<file path="src/rtl/n2a_pkg.sv">
// Shared constants, types and helper functions of the number-to-ASCII formatter.
package n2a_pkg;

   // Input width that the decimal path converts, capped at the 32-bit value port.
   localparam int VALUE_BITS = 32;
   localparam int DEC_BITS   = (VALUE_BITS < 32) ? VALUE_BITS : 32;
   // Decimal digits needed for DEC_BITS bits: floor(DEC_BITS * log10(2)) + 1.
   localparam int DEC_DIGITS = ((DEC_BITS * 1233) >> 12) + 1;
   localparam int BCD_BITS   = 4 * DEC_DIGITS;
   localparam int BIT_CNT_W  = $clog2(DEC_BITS + 1);

   // Hex digit count, held to the range 1 to 8.
   localparam int HEX_DIGITS = 4;
   localparam int HEX_COUNT  = (HEX_DIGITS > 8) ? 8 : ((HEX_DIGITS < 1) ? 1 : HEX_DIGITS);
   localparam int HEX_BITS   = 4 * HEX_COUNT;

   // One down-counter serves both digit runs.
   localparam int RUN_MAX    = (DEC_DIGITS > HEX_COUNT) ? DEC_DIGITS : HEX_COUNT;
   localparam int RUN_CNT_W  = $clog2(RUN_MAX + 1);

   // Operation codes.
   localparam logic [1:0] OP_CHAR = 2'd0;
   localparam logic [1:0] OP_DEC  = 2'd1;
   localparam logic [1:0] OP_HEX  = 2'd2;

   // ASCII characters.
   localparam logic [7:0] CHAR_LF   = 8'h0A;
   localparam logic [7:0] CHAR_CR   = 8'h0D;
   localparam logic [7:0] CHAR_ZERO = 8'h30;
   localparam logic [7:0] CHAR_A    = 8'h61;
   localparam logic [7:0] CHAR_X    = 8'h78;
   localparam logic [7:0] DEC_RADIX = 8'd10;

   // Commands from the sequencer to the decimal converter.
   typedef struct packed {
      logic load;
      logic shift;
   } bcd_ctl_type;

   // Lower-case hex character of one nibble.
   function automatic logic [7:0] hex_char(input logic [3:0] nib);
      logic [7:0] wide;
      wide = {4'h0, nib};
      if (wide < DEC_RADIX) begin
         hex_char = CHAR_ZERO + wide;
      end else begin
         hex_char = CHAR_A + wide - DEC_RADIX;
      end
   endfunction

endpackage

</file>
<file path="src/rtl/n2a_bcd.sv">
// Bit-serial binary to BCD converter (shift and add 3) with a digit shift-out port.
module n2a_bcd (
   input  logic                         clock,
   input  logic                         reset,
   input  n2a_pkg::bcd_ctl_type         ctl,
   input  logic [n2a_pkg::DEC_BITS-1:0] load_value,
   output logic                         running,
   output logic [3:0]                   top_digit
);

   logic [n2a_pkg::DEC_BITS-1:0]  bin_ff, bin_in;
   logic [n2a_pkg::BCD_BITS-1:0]  bcd_ff, bcd_in;
   logic [n2a_pkg::BCD_BITS-1:0]  bcd_adj;
   logic [n2a_pkg::BIT_CNT_W-1:0] cnt_ff, cnt_in;
   logic                          run_ff, run_in;

   // Each digit lane adds 3 when it holds 5 or more, ahead of the shift.
   always_comb begin
      for (int i = 0; i < n2a_pkg::DEC_DIGITS; i++) begin
         if (bcd_ff[4*i +: 4] >= 4'd5) begin
            bcd_adj[4*i +: 4] = bcd_ff[4*i +: 4] + 4'd3;
         end else begin
            bcd_adj[4*i +: 4] = bcd_ff[4*i +: 4];
         end
      end
   end

   // Load, one conversion step per cycle, or a digit shift toward the top.
   always_comb begin
      bin_in = bin_ff;
      bcd_in = bcd_ff;
      cnt_in = cnt_ff;
      run_in = run_ff;
      if (ctl.load) begin
         bin_in = load_value;
         bcd_in = '0;
         cnt_in = n2a_pkg::BIT_CNT_W'(n2a_pkg::DEC_BITS);
         run_in = 1'b1;
      end else if (run_ff) begin
         bin_in = {bin_ff[n2a_pkg::DEC_BITS-2:0], 1'b0};
         bcd_in = {bcd_adj[n2a_pkg::BCD_BITS-2:0], bin_ff[n2a_pkg::DEC_BITS-1]};
         cnt_in = cnt_ff - 1'b1;
         if (cnt_ff == n2a_pkg::BIT_CNT_W'(1)) begin
            run_in = 1'b0;
         end
      end else if (ctl.shift) begin
         bcd_in = {bcd_ff[n2a_pkg::BCD_BITS-5:0], 4'h0};
      end
   end

   // Control state.
   always_ff @(posedge clock) begin
      if (reset) begin
         run_ff <= 1'b0;
         cnt_ff <= '0;
      end else begin
         run_ff <= run_in;
         cnt_ff <= cnt_in;
      end
   end

   // Data shift registers.
   always_ff @(posedge clock) begin
      bin_ff <= bin_in;
      bcd_ff <= bcd_in;
   end

   assign running   = run_ff;
   assign top_digit = bcd_ff[n2a_pkg::BCD_BITS-1 -: 4];

endmodule

</file>
<file path="src/rtl/number_to_ascii_formatter.sv">
// Top level of the number-to-ASCII formatter: operation sequencer and result register.
//
//  Channel   Ports                                  Transfer
//  request   start, busy, req_operation, req_value  start high while busy low
//  response  rsp_strobe, rsp_text_byte, rsp_last    every cycle rsp_strobe is high
//
// A character yields one result, or a CR and then the character for a line feed; a hex
// item yields '0', 'x' and HEX_COUNT digits. A decimal item runs the bit-serial converter
// for one step per input bit (32), then shifts the BCD register one digit at a time
// through leading zeros and the printed digits. The converter is the part that sets the decimal time.
// Reset is synchronous and returns the block to idle with no result pending.
// Once a run's characters start they come one per cycle, and the receiver cannot stall them.
module number_to_ascii_formatter (
   input  logic        clock,
   input  logic        reset,
   input  logic        start,
   output logic        busy,
   input  logic [1:0]  req_operation,
   input  logic [31:0] req_value,
   output logic        rsp_strobe,
   output logic [7:0]  rsp_text_byte,
   output logic        rsp_last
);

   localparam logic [2:0] S_IDLE     = 3'd0;
   localparam logic [2:0] S_CR       = 3'd1;
   localparam logic [2:0] S_CHAR     = 3'd2;
   localparam logic [2:0] S_CONVERT  = 3'd3;
   localparam logic [2:0] S_DEC_SKIP = 3'd4;
   localparam logic [2:0] S_DEC_EMIT = 3'd5;
   localparam logic [2:0] S_HEX_X    = 3'd6;
   localparam logic [2:0] S_HEX_DIG  = 3'd7;

   logic [2:0]                    state_ff, state_in;
   logic [n2a_pkg::RUN_CNT_W-1:0] count_ff, count_in;
   logic [7:0]                    char_ff, char_in;
   logic [n2a_pkg::HEX_BITS-1:0]  hex_ff, hex_in;
   logic                          strobe_ff, strobe_in;
   logic [7:0]                    byte_ff, byte_in;
   logic                          last_ff, last_in;
   logic                          accept;
   n2a_pkg::bcd_ctl_type          bcd_ctl;
   logic                          bcd_running;
   logic [3:0]                    bcd_top;

   assign busy   = (state_ff != S_IDLE);
   assign accept = start && !busy;

   n2a_bcd u_bcd (
      .clock      (clock),
      .reset      (reset),
      .ctl        (bcd_ctl),
      .load_value (req_value[n2a_pkg::DEC_BITS-1:0]),
      .running    (bcd_running),
      .top_digit  (bcd_top)
   );

   // Sequencer: picks the next character and when the run ends.
   always_comb begin
      state_in      = state_ff;
      count_in      = count_ff;
      char_in       = char_ff;
      hex_in        = hex_ff;
      strobe_in     = 1'b0;
      byte_in       = byte_ff;
      last_in       = 1'b0;
      bcd_ctl.load  = 1'b0;
      bcd_ctl.shift = 1'b0;
      case (state_ff)
         S_IDLE: begin
            if (accept) begin
               case (req_operation)
                  n2a_pkg::OP_CHAR: begin
                     char_in = req_value[7:0];
                     if (req_value[7:0] == n2a_pkg::CHAR_LF) begin
                        state_in = S_CR;
                     end else begin
                        state_in = S_CHAR;
                     end
                  end
                  n2a_pkg::OP_DEC: begin
                     bcd_ctl.load = 1'b1;
                     count_in     = n2a_pkg::RUN_CNT_W'(n2a_pkg::DEC_DIGITS);
                     state_in     = S_CONVERT;
                  end
                  n2a_pkg::OP_HEX: begin
                     // The leading '0' goes out right away.
                     hex_in    = req_value[n2a_pkg::HEX_BITS-1:0];
                     count_in  = n2a_pkg::RUN_CNT_W'(n2a_pkg::HEX_COUNT);
                     strobe_in = 1'b1;
                     byte_in   = n2a_pkg::CHAR_ZERO;
                     state_in  = S_HEX_X;
                  end
                  default: begin
                     state_in = S_IDLE;
                  end
               endcase
            end
         end
         S_CR: begin
            strobe_in = 1'b1;
            byte_in   = n2a_pkg::CHAR_CR;
            state_in  = S_CHAR;
         end
         S_CHAR: begin
            strobe_in = 1'b1;
            byte_in   = char_ff;
            last_in   = 1'b1;
            state_in  = S_IDLE;
         end
         S_CONVERT: begin
            if (!bcd_running) begin
               state_in = S_DEC_SKIP;
            end
         end
         S_DEC_SKIP: begin
            // Drop leading zeros, but always keep the units digit.
            if (bcd_top == 4'h0 && count_ff != n2a_pkg::RUN_CNT_W'(1)) begin
               bcd_ctl.shift = 1'b1;
               count_in      = count_ff - 1'b1;
            end else begin
               state_in = S_DEC_EMIT;
            end
         end
         S_DEC_EMIT: begin
            strobe_in     = 1'b1;
            byte_in       = n2a_pkg::CHAR_ZERO + {4'h0, bcd_top};
            bcd_ctl.shift = 1'b1;
            count_in      = count_ff - 1'b1;
            if (count_ff == n2a_pkg::RUN_CNT_W'(1)) begin
               last_in  = 1'b1;
               state_in = S_IDLE;
            end
         end
         S_HEX_X: begin
            strobe_in = 1'b1;
            byte_in   = n2a_pkg::CHAR_X;
            state_in  = S_HEX_DIG;
         end
         S_HEX_DIG: begin
            strobe_in = 1'b1;
            byte_in   = n2a_pkg::hex_char(hex_ff[n2a_pkg::HEX_BITS-1 -: 4]);
            hex_in    = hex_ff << 4;
            count_in  = count_ff - 1'b1;
            if (count_ff == n2a_pkg::RUN_CNT_W'(1)) begin
               last_in  = 1'b1;
               state_in = S_IDLE;
            end
         end
         default: begin
            state_in = S_IDLE;
         end
      endcase
   end

   // Control state and the result strobe.
   always_ff @(posedge clock) begin
      if (reset) begin
         state_ff  <= S_IDLE;
         count_ff  <= '0;
         strobe_ff <= 1'b0;
      end else begin
         state_ff  <= state_in;
         count_ff  <= count_in;
         strobe_ff <= strobe_in;
      end
   end

   // Payload registers.
   always_ff @(posedge clock) begin
      char_ff <= char_in;
      hex_ff  <= hex_in;
      byte_ff <= byte_in;
      last_ff <= last_in;
   end

   assign rsp_strobe    = strobe_ff;
   assign rsp_text_byte = byte_ff;
   assign rsp_last      = last_ff;

endmodule

</file>
<file path="config.mk">
export PLATFORM = sky130hd
export DESIGN_NAME = number_to_ascii_formatter
export DESIGN_NICKNAME = d
export VERILOG_FILES = /design/src/rtl/n2a_pkg.sv /design/src/rtl/n2a_bcd.sv /design/src/rtl/number_to_ascii_formatter.sv
export SDC_FILE = /design/constraint.sdc
export NUM_CORES = 1
export LEC_CHECK = 0
export ABC_AREA = 1
export BUFFER_PORTS_ARGS = -buffer_cell sky130_fd_sc_hd__buf_4
export CAP_MARGIN = 20
export CORE_MARGIN = 2
export CORE_UTILIZATION = 47
export DETAILED_ROUTE_END_ITERATION = 8
export GPL_ROUTABILITY_DRIVEN = 0
export GPL_TIMING_DRIVEN = 0
export PLACE_DENSITY = 0.72
export SYNTH_ARGS = -nofsm -noshare
export SYNTH_HDL_FRONTEND = slang
export SYNTH_SLANG_ARGS = --single-unit
</file>
<file path="constraint.sdc">
create_clock -name clock -period 2.7 [get_ports clock]
set_input_delay 0.54 -clock clock [delete_from_list [all_inputs] [get_ports clock]]
set_output_delay 0.54 -clock clock [all_outputs]
set_load 0.03 [all_outputs]
</file>
# == Yosys cells after proc, flatten, opt, wreduce, memory -nomap -nowiden ==
# Cells that the tools add are included.
# classes
addsub,16
n_mul,0
div_mod_pow,0
n_lt_le_gt_ge,11
eq_ne,20
n_shift,0
mux,47
n_bitwise,0
reduce_logical,20
# op_table
operator,n
40-bit 2-to-1 mux,2
32-bit 2-to-1 mux,2
8-bit case mux with 6 select lines,1
4-bit 2-to-1 mux,11
4-bit by 3-bit >= comparator with 1-bit output (second input constant),10
4-bit by 2-bit adder with 4-bit output (second input constant),9
16-bit 2-to-1 mux,2
16-bit case mux with 2 select lines,1
8-bit 2-to-1 mux,3
3-bit case mux with 7 select lines,1
3-bit 2-to-1 mux,5
6-bit by 4-bit adder with 7-bit output (first input constant),2
3-bit == test (second input constant),4
6-bit 2-to-1 mux,2
4-bit case mux with 3 select lines,1
1-bit 2-to-1 mux,10
3-bit case mux with 3 select lines,1
3-bit AND reduction,3
7-bit by 4-bit adder with 8-bit output (first input constant),1
8-bit by 4-bit == test with 1-bit output (second input constant),1
2-bit != test (second input constant),4
4-bit case mux with 2 select lines,1
4-bit AND reduction,2
8-bit by 4-bit subtractor with 8-bit output (second input constant),1
25 further kinds,34
# word_totals
register_bits,120
latchBits,0
ramBits,0
romBits,0
in_bits,37
out_inout_bits,11
elab_cells,126
n_memories,0

# == Logic depth before layout (Yosys ltp) ==
# Gate-level depths: netlist of run 1.
# logic_depth
depth_word,6
ltp_mapped,11
depth_no_buf,10

# == Hierarchy ==
# Synthesis of run 1 repeated with hierarchy kept, for this count alone.
# unflattened
hier_cells,854
area_unflattened_um2,6650.1
# modules_own_cells
module,instances,cells_each,area_each_um2,seq_area_each_um2
n2a_bcd,1,604,4499.3,1901.8
number_to_ascii_formatter,1,250,2150.8,1141.1

# == Least setup slack after synthesis of run 1 ==
# Ideal clock, no wire load.
# synth_timing
path_type,reg-to-reg
from,reg state_ff[0]
to,"reg u_bcd.bin_ff[0] in the netlist's numbering, enable pin"
setup_time_ns,0.389
arrival_time_ns,2.005
required_time_ns,2.311
slack_ns,0.305
stages_incl_launch_ff,8
path_buffers,2
synth_period_minus_slack_ns,2.395
cell_sequence,dfxtp_1 > nor2_1 > nand2_2 > inv_2 > nand3_4 > buf_6 > buf_2 > nand2_1
# synth_via
elab_chain_cells,6
elab_cells_between_ends,7
classes_between,mux (2); reduce/logical (5)
# synth_lines
element,line_no,text
"start, declared",number_to_ascii_formatter.sv:34,"logic [2:0] state_ff, state_in;"
"start signal, assigned",number_to_ascii_formatter.sv:163,state_ff <= state_in;
3-bit nonzero test,number_to_ascii_formatter.sv:46,assign busy = (state_ff != S_IDLE);
net busy,number_to_ascii_formatter.sv:17,"output logic busy,"
1-bit zero test,number_to_ascii_formatter.sv:47,assign accept = start && !busy;
1-bit logical AND,number_to_ascii_formatter.sv:47,
1-bit 2-to-1 mux,number_to_ascii_formatter.sv:71,if (accept) begin
1-bit 2-to-1 mux,number_to_ascii_formatter.sv:69,case (state_ff)
2-bit nonzero test (no line),--,
"end signal, assigned",n2a_bcd.sv:64,bin_ff <= bin_in;
"end, declared",n2a_bcd.sv:11,"logic [n2a_pkg::DEC_BITS-1:0] bin_ff, bin_in;"
# The timed path passes the listed nets, and every way through them passes these cells.
# A chain may end at the register's enable or synchronous reset.

# == Final worst setup path of run 1 ==
# layout_timing
from,reg state_ff[2]
to,"reg u_bcd.bin_ff[25] in the netlist's numbering, enable pin"
# layout_via
elab_chain_cells,6
elab_cells_between_ends,7
classes_between,mux (2); reduce/logical (5)
# layout_lines
element,line_no
3-bit nonzero test,number_to_ascii_formatter.sv:46
1-bit zero test,number_to_ascii_formatter.sv:47
1-bit logical AND,number_to_ascii_formatter.sv:47
1-bit 2-to-1 mux,number_to_ascii_formatter.sv:71
1-bit 2-to-1 mux *,number_to_ascii_formatter.sv:69
2-bit nonzero test (no line) *,--
# Mark *: on every way between the ends. The rest lies on a longest branch, timed or not.

==> results of run 1 <==
-- routing by layer --
layer	vias up	GRT usage [%]	routed length, µm
met1	2806	29.5	7590
met2	198	35.2	7810
li1	3153	-	-
met5	-	0	0
met4	0	9.32	458
met3	43	3.95	905
-- cells by family (layout without fill, tap and decap cells) --
kind of cell	after synthesis	count (layout)
and+or+nand+nor	528	528
xor gates and xnor gates	3	3
adders and majority gates	30	30
AOI/OAI and AO/OA	105	105
DFF	120	120
buffers and inverters	155	236
-- registers in the layout (all words and copies together) (netlist names), 3 cells and up --
| register | cells |
|---|---|
| u_bcd.cnt_ff | 6 |
| rsp_text_byte | 8 |
| count_ff | 4 |
| hex_ff | 16 |
| state_ff | 3 |
| u_bcd.bin_ff | 32 |
| u_bcd.bcd_ff | 40 |
| char_ff | 8 |
-- cell usage in the layout (no fill, tap or decap), types with 4 or more instances in the layout --
cell type	synthesis	final
inv_2	6	6
buf_4	0	48
a31oi_1	7	7
a21oi_1	17	17
nor2_1	125	125
inv_1	119	119
dfxtp_1	56	56
nand2_1	298	298
clkinv_2	0	4
clkbuf_16	0	17
nand4_1	14	14
buf_6	7	7
clkbuf_1	13	13
o21ai_0	49	49
nand3_1	75	75
o21ai_1	24	24
ha_1	30	30
clkinvlp_4	0	4
edfxtp_1	64	64
buf_2	10	10
-- worst max-delay path: stages, from the launching register on --
cell,delay [ns]
dfxtp_1,0.49
inv_1,0.17
nand2_2,0.16
inv_2,0.08
nand3_4,0.09
buf_6,0.17
buf_2,0.27
nand2_1,0.45
buf_16,0.34
-- per-stage QoR --
step / instance area, µm² / TNS, ns / utilization, %
floorplan: 6830 / 0 / -
global placement: 7420 / -6.29 / 51.6
detailed placement: 7450 / 0 / 51.9
CTS: 8040 / 0 / 55.9
global route: 8040 / 0 / 55.9
finish: 8040 / 0 / 55.9
-- where the power goes --
group          internal (mW)  switching (mW)  leakage [nW]  total [mW]
sequential              2.59           0.443          1.06        3.03
clock                   1.43           0.828         0.277        2.26
combinational           1.36            2.49          2.57        3.85
total                   5.39            3.76          3.90        9.14
-- final timing paths --
check                        from  depth (start not counted)          endpoint  slack, ns
hold reg to reg   u_bcd.cnt_ff[1]                          2   u_bcd.cnt_ff[1]       0.48
hold / removal       req_value[5]                          1        char_ff[5]       0.31
setup / recovery      state_ff[2]                          8  u_bcd.bin_ff[25]       0.21
setup reg to reg      state_ff[2]                          8  u_bcd.bin_ff[25]       0.21
-- final cells by class --
class | count | area share (%)
buffer | 30 | 2.21
clock buffer | 17 | 5.29
clock inverter | 15 | 1.99
inverter | 125 | 5.84
multi-input combinational | 666 | 39.1
sequential | 120 | 37.9
tap | 184 | 2.86
timing repair buffer | 49 | 4.83
==> metrics.md, run 1 <==
| Metric | Value |
|---|---|
| Status | finished, final reports clean |
| Synth Instances | 941 |
| Mean routed wirelength per cell | 13.9 µm |
| CTS tree | done |
| Fin nets | 1076 |
| DRC Markers | 0 |
| Area grow syn2layout | 17.6% |
| First-pass GRT wire length | 27600 µm |
| Multi-input logic area | 0.00314 mm² |
| Max rail drop VDD | 0.535 mV |
| Routed via count | 6200 |
| FMAX | 402 MHz |
| Post-DP HPWL | 11800 µm |
| Register bit count reported by yosys | 120 |
| Pre-antenna DRT Iters | 7 |
| Initial antenna violation count | 0 |
| Initial Utilization | 47.6% |
| Finish-stage setup viols | 0 |
| Synth top area share | 28.1% |
| Num CTS Buffers | 17 |
| Port buffer count | 47 |
| Vias per cell | 5.14 |
| Max FO, Critical Path | 20 |
| Post-synthesis average cell area | 7.26 µm² |
| Core Area | 0.0144 mm² |
| Post-CTS Hold Fix Bufs | 0 |
| PD cells | 1140 mW/mm² |
| Layout cells sized above 1 | 11.4% |
| Worst EP required | 2.87 ns |
| Clk slew on worst S/H paths | 0.06 ns |
| Seq/Total Area, Yosys | 44.5% |
| Largest family of logic cells by synthesized area | simple AND/OR/NAND/NOR gates |
| CTS H-Tree Depth | 4 |
| Worst Setup End Kind | register |
| Clock sink total | 120 |
| Multiplexer share of the synthesized area | 0% |
| Largest net degree at the start of global routing | 21 |
| CP startpoint kind | register |
| Top cells by count, synth | nand2_1 (298), nor2_1 (125), inv_1 (119) |
| Root buffer cell | clkbuf_16 |
| WS Path Type | reg -> reg |
| Commonest register cell after synthesis | edfxtp_1 |
| Cell Count, Final, Fillers Out | 1206 |
| Total gr overflow | 0 |
| Clock Skew | 0.00516 ns |
| Pre-CTS WS | 0.133 ns |
| Worst-skew pair later-pin latency | 0.42 ns |
| Simple-gate share of the synthesized area | 31.9% |
| Fin. max-slew vios | 0 |
| Rows | 44 |
| Number of diodes | 0 |
| Post-synthesis xor/xnor area fraction | 0.385% |
| Top cells by area, synth | edfxtp_1 (28%), dfxtp_1 (16%), nand2_1 (16%) |
| RSZ-0062 raised after global routing | false |
| Relative slew slack | 49.9% |
| Share of synthesized registers carrying an async set or reset | 0% |
| Worst hold slack | 0.311 ns |
| Distinct cells, synth | 30 |
| Setup Buffers After CTS | 0 |
| Post-synth EDFFs | 64 |
| Synth Area in Compound Gates | 8.19% |
| Post-CTS resize count | 0 |
| Number of filler cells placed in the layout | 1330 |
| Min-Delay Path Class | in -> reg |
| Worst EP arrival | 2.66 ns |
| Chip height | 125 µm |
| Syn. warnings | 0 |
| Final min period | 2.49 ns |
| Pwr Total | 9.14 mW |
| Drt total wl | 16800 µm |
| Via count of the first global-routing pass | 5672 |
| Die Wd | 125 µm |
| DRC marker count from the first detailed-route iteration | 584 |
| Adder-cell share of the synthesized area | 5.49% |
| Final period util | 92.1% |
| Max Cap Viol | 0 |
| Synth Net Count | 1008 |
| Leak Pwr | 3.90 nW |
| Final hold viol count | 0 |
| Placed Instances | 1174 |
| PnR worst setup slack | 0.212 ns |
| Mapped cell area | 0.00683 mm² |
| I/O Pins | 48 |
| Maximum clock path buffer count | 2 |
| Detail Route Antenna Nets | 0 |
| GRT Total Usage | 22.0% |
| Worst-Margin Slew | 0.752 ns |
| Leading area contributor after synthesis | edfxtp_1 |
| Storage cell area | 0.00304 mm² |
| Count leader, synth | nand2_1 |
| Die ar. | 0.0155 mm² |
Note: power is estimated with default switching activity, not from simulation.
==> run 2: changes to the inputs <==
--- a/config.mk
+++ b/config.mk
@@ -10,6 +10,7 @@
 export CAP_MARGIN = 20
 export CORE_MARGIN = 2
 export CORE_UTILIZATION = 47
+export CTS_BUF_LIST = sky130_fd_sc_hd__clkbuf_16
 export DETAILED_ROUTE_END_ITERATION = 8
 export GPL_ROUTABILITY_DRIVEN = 0
 export GPL_TIMING_DRIVEN = 0
==> constraint.sdc (replaced) <==
create_clock -name clock -period 2.5 [get_ports clock]
set_input_delay 0.5 -clock clock [delete_from_list [all_inputs] [get_ports clock]]
set_output_delay 0.5 -clock clock [all_outputs]
set_load 0.03 [all_outputs]
==> metrics.md, run 2 (synthesis results as in run 1) <==
| Metric | Value |
|---|---|
| Switching pwr | 4.06 mW (+8.1%) |
| Setup Buffers After CTS | 0 (unchanged) |
| Switching Share | 41.1% (about the same) |
| Num CTS Buffers | 17 (unchanged) |
| Detail Route Antenna Nets | 0 (unchanged) |
| Clock Skew | 0.00497 ns (-0.000196 ns) |
| Setup TNS | 0 ns (unchanged) |
| DRC Markers | 0 (unchanged) |
| WS Path Type | reg -> reg |
| Fin nets | 1076 (unchanged) |
| R2R Path End | hex_ff[14] |
| Clock share of power | 24.7% (about the same) |
| Worst-skew pair later-pin latency | 0.42 ns (about the same) |
| Part of the power in registers | 33.1% (about the same) |
| R2r setup slk | 0.20 ns (about the same) |
| Worst-path cell chain | nand2_2 > nor2_1 > clkbuf_1 > o21ai_0 > inv_1 |
| Via count of the first global-routing pass | 5672 (unchanged) |
| CP startpoint kind | register |
| Worst EP arrival | 2.35 ns (-0.31 ns) |
| WHS Endpoint | char_ff[5] |
| Post-DP HPWL | 11800 µm (unchanged) |
| Area grow syn2layout | 17.7% (about the same) |
| Final hold viol count | 0 (unchanged) |
| Total gr overflow | 0 (unchanged) |
| Status | finished, final reports clean |
| Worst Setup End Kind | register |
| R2R cell count | 5 (-3) |
| Core Area | 0.0144 mm² (unchanged) |
| Post-CTS Hold Fix Bufs | 0 (unchanged) |
| CTS H-Tree Depth | 4 (unchanged) |
| Clk slew on worst S/H paths | 0.06 ns (about the same) |
| Maximum clock path buffer count | 2 (unchanged) |
| Most frequent cells in the layout | nand2_1 (297), nor2_1 (125), inv_1 (119) |
| Hold_sp | req_value[5] |
| Mean routed wirelength per cell | 13.9 µm (+0.33%) |
| Initial Utilization | 47.6% (unchanged) |
| Largest net degree at the start of global routing | 21 (unchanged) |
| Internal power | 5.82 mW (+8.0%) |
| Top Registers | u_bcd.bcd_ff: 40 flops, u_bcd.bin_ff: 32 flops, hex_ff: 16 flops |
| Vias per cell | 5.12 (-0.44%) |
| Initial antenna violation count | 0 (unchanged) |
| Logic pwr share | 42.1% (about the same) |
| Rows | 44 (unchanged) |
| PnR worst setup slack | 0.201 ns (-0.0112 ns) |
| Final min period | 2.30 ns (-0.189 ns) |
| Drt total wl | 16800 µm (+0.33%) |
| Pre-CTS WS | -0.0270 ns (-0.160 ns) |
| First-pass GRT wire length | 27600 µm (unchanged) |
| Clock sink total | 120 (unchanged) |
| Layout cells sized above 1 | 11.4% (+0.098 points) |
| R2R Path Start | state_ff[2] |
| Chip height | 125 µm (unchanged) |
| Routed via count | 6173 (-0.44%) |
| Relative slew slack | 50.3% (+0.48 points) |
| Slowest cell on the critical path | dfxtp_1 |
| RSZ-0062 raised after global routing | false |
| CTS tree | done |
| Die ar. | 0.0155 mm² (unchanged) |
| Biggest register | u_bcd.bcd_ff |
| Leak Pwr | 3.90 nW (about the same) |
| Worst EP required | 2.55 ns (-0.32 ns) |
| Post-CTS resize count | 0 (unchanged) |
| Pre-antenna DRT Iters | 7 (unchanged) |
| DRC marker count from the first detailed-route iteration | 590 (+1.0%) |
| Finish-stage setup viols | 0 (unchanged) |
| Max rail drop VDD | 0.582 mV (+8.8%) |
| Hold Crit Depth | 1 (unchanged) |
| CP max stage delay | 0.49 ns (about the same) |
| Max FO, Critical Path | 16 (-20%) |
| Root buffer cell | clkbuf_16 |
| GRT Total Usage | 22.0% (unchanged) |
| Largest register FFs | 40 (unchanged) |
| Port buffer count | 47 (unchanged) |
| Max Cap Viol | 0 (unchanged) |
| Most common cell after layout, fill and taps aside | nand2_1 |
| FMAX | 435 MHz (+8.2%) |
| Fin. max-slew vios | 0 (unchanged) |
| PD cells | 1230 mW/mm² (+8.0%) |
| Number of diodes | 0 (unchanged) |
| Fin util | 55.9% (about the same) |
| Final period util | 92.0% (-0.18 points) |
| Min-Delay Path Class | in -> reg |
| Die Wd | 125 µm (unchanged) |
| Worst-Margin Slew | 0.745 ns (-0.00718 ns) |
| I/O Pins | 48 (unchanged) |
==> run 2: per-stage QoR <==
step                      cells  power, mW  instance area (µm²)  hold WS [ns]
final                      1206       9.88                 8040         0.270
after global routing       1206       10.7                 8040         0.260
after CTS                  1206       9.86                 8040         0.255
after detailed placement   1174       7.40                 7450         0.470
after global placement     1172       7.29                 7420         0.465
after floorplan             941       6.35                 6830         0.452
==> run 2: final cells by class <==
type                       instances  area [µm²]
inverter                         125         469
fill                            1329        6330
multi-input combinational        666        3150
sequential                       120        3040
clock inverter                    15         160
clock buffer                      17         425
timing repair buffer              49         388
buffer                            30         178
tap                              184         230
==> run 2: per-layer routing <==
metal | part of all wire [%] | track usage [%] | wire, µm
met3 | 5.3 | 3.95 | 893
met1 | 46 | 29.5 | 7670
met4 | 2.7 | 9.32 | 458
met5 | 0 | 0 | 0
met2 | 46 | 35.2 | 7790
==> run 2: critical path, delay by kind of cell (launching register included) <==
kind | cells | cell delay (ns)
AOI/OAI and AO/OA | 1 | 0.19
buffers and inverters | 2 | 0.88
DFF | 1 | 0.49
and+or+nand+nor | 2 | 0.37
==> run 2: power by group through the flow <==
stage | Combinational [mW] | Sequential [mW] | Clock, mW
final | 4.16 | 3.27 | 2.44
after global placement | 3.99 | 3.30 | 0
after detailed placement | 4.11 | 3.29 | 0
after floorplan | 3.02 | 3.32 | 0
after global routing | 4.77 | 3.35 | 2.55
after CTS | 4.14 | 3.26 | 2.47
==> run 2: how the worst max path moves through the flow <==
| stage | start | to | slack (ns) | cells past startpoint |
|---|---|---|---|---|
| final | state_ff[2] | hex_ff[14] | 0.20 | 5 |
| after global routing | state_ff[2] | hex_ff[10] | 0.02 | 5 |
| after CTS | state_ff[0] | u_bcd.bin_ff[28] | 0.03 | 8 |
| after detailed placement | req_operation[1] | u_bcd.bin_ff[28] | -0.03 | 8 |
| after global placement | req_operation[1] | u_bcd.bin_ff[28] | -0.36 | 7 |
| after floorplan | state_ff[0] | u_bcd.bin_ff[0] | 0.11 | 7 |
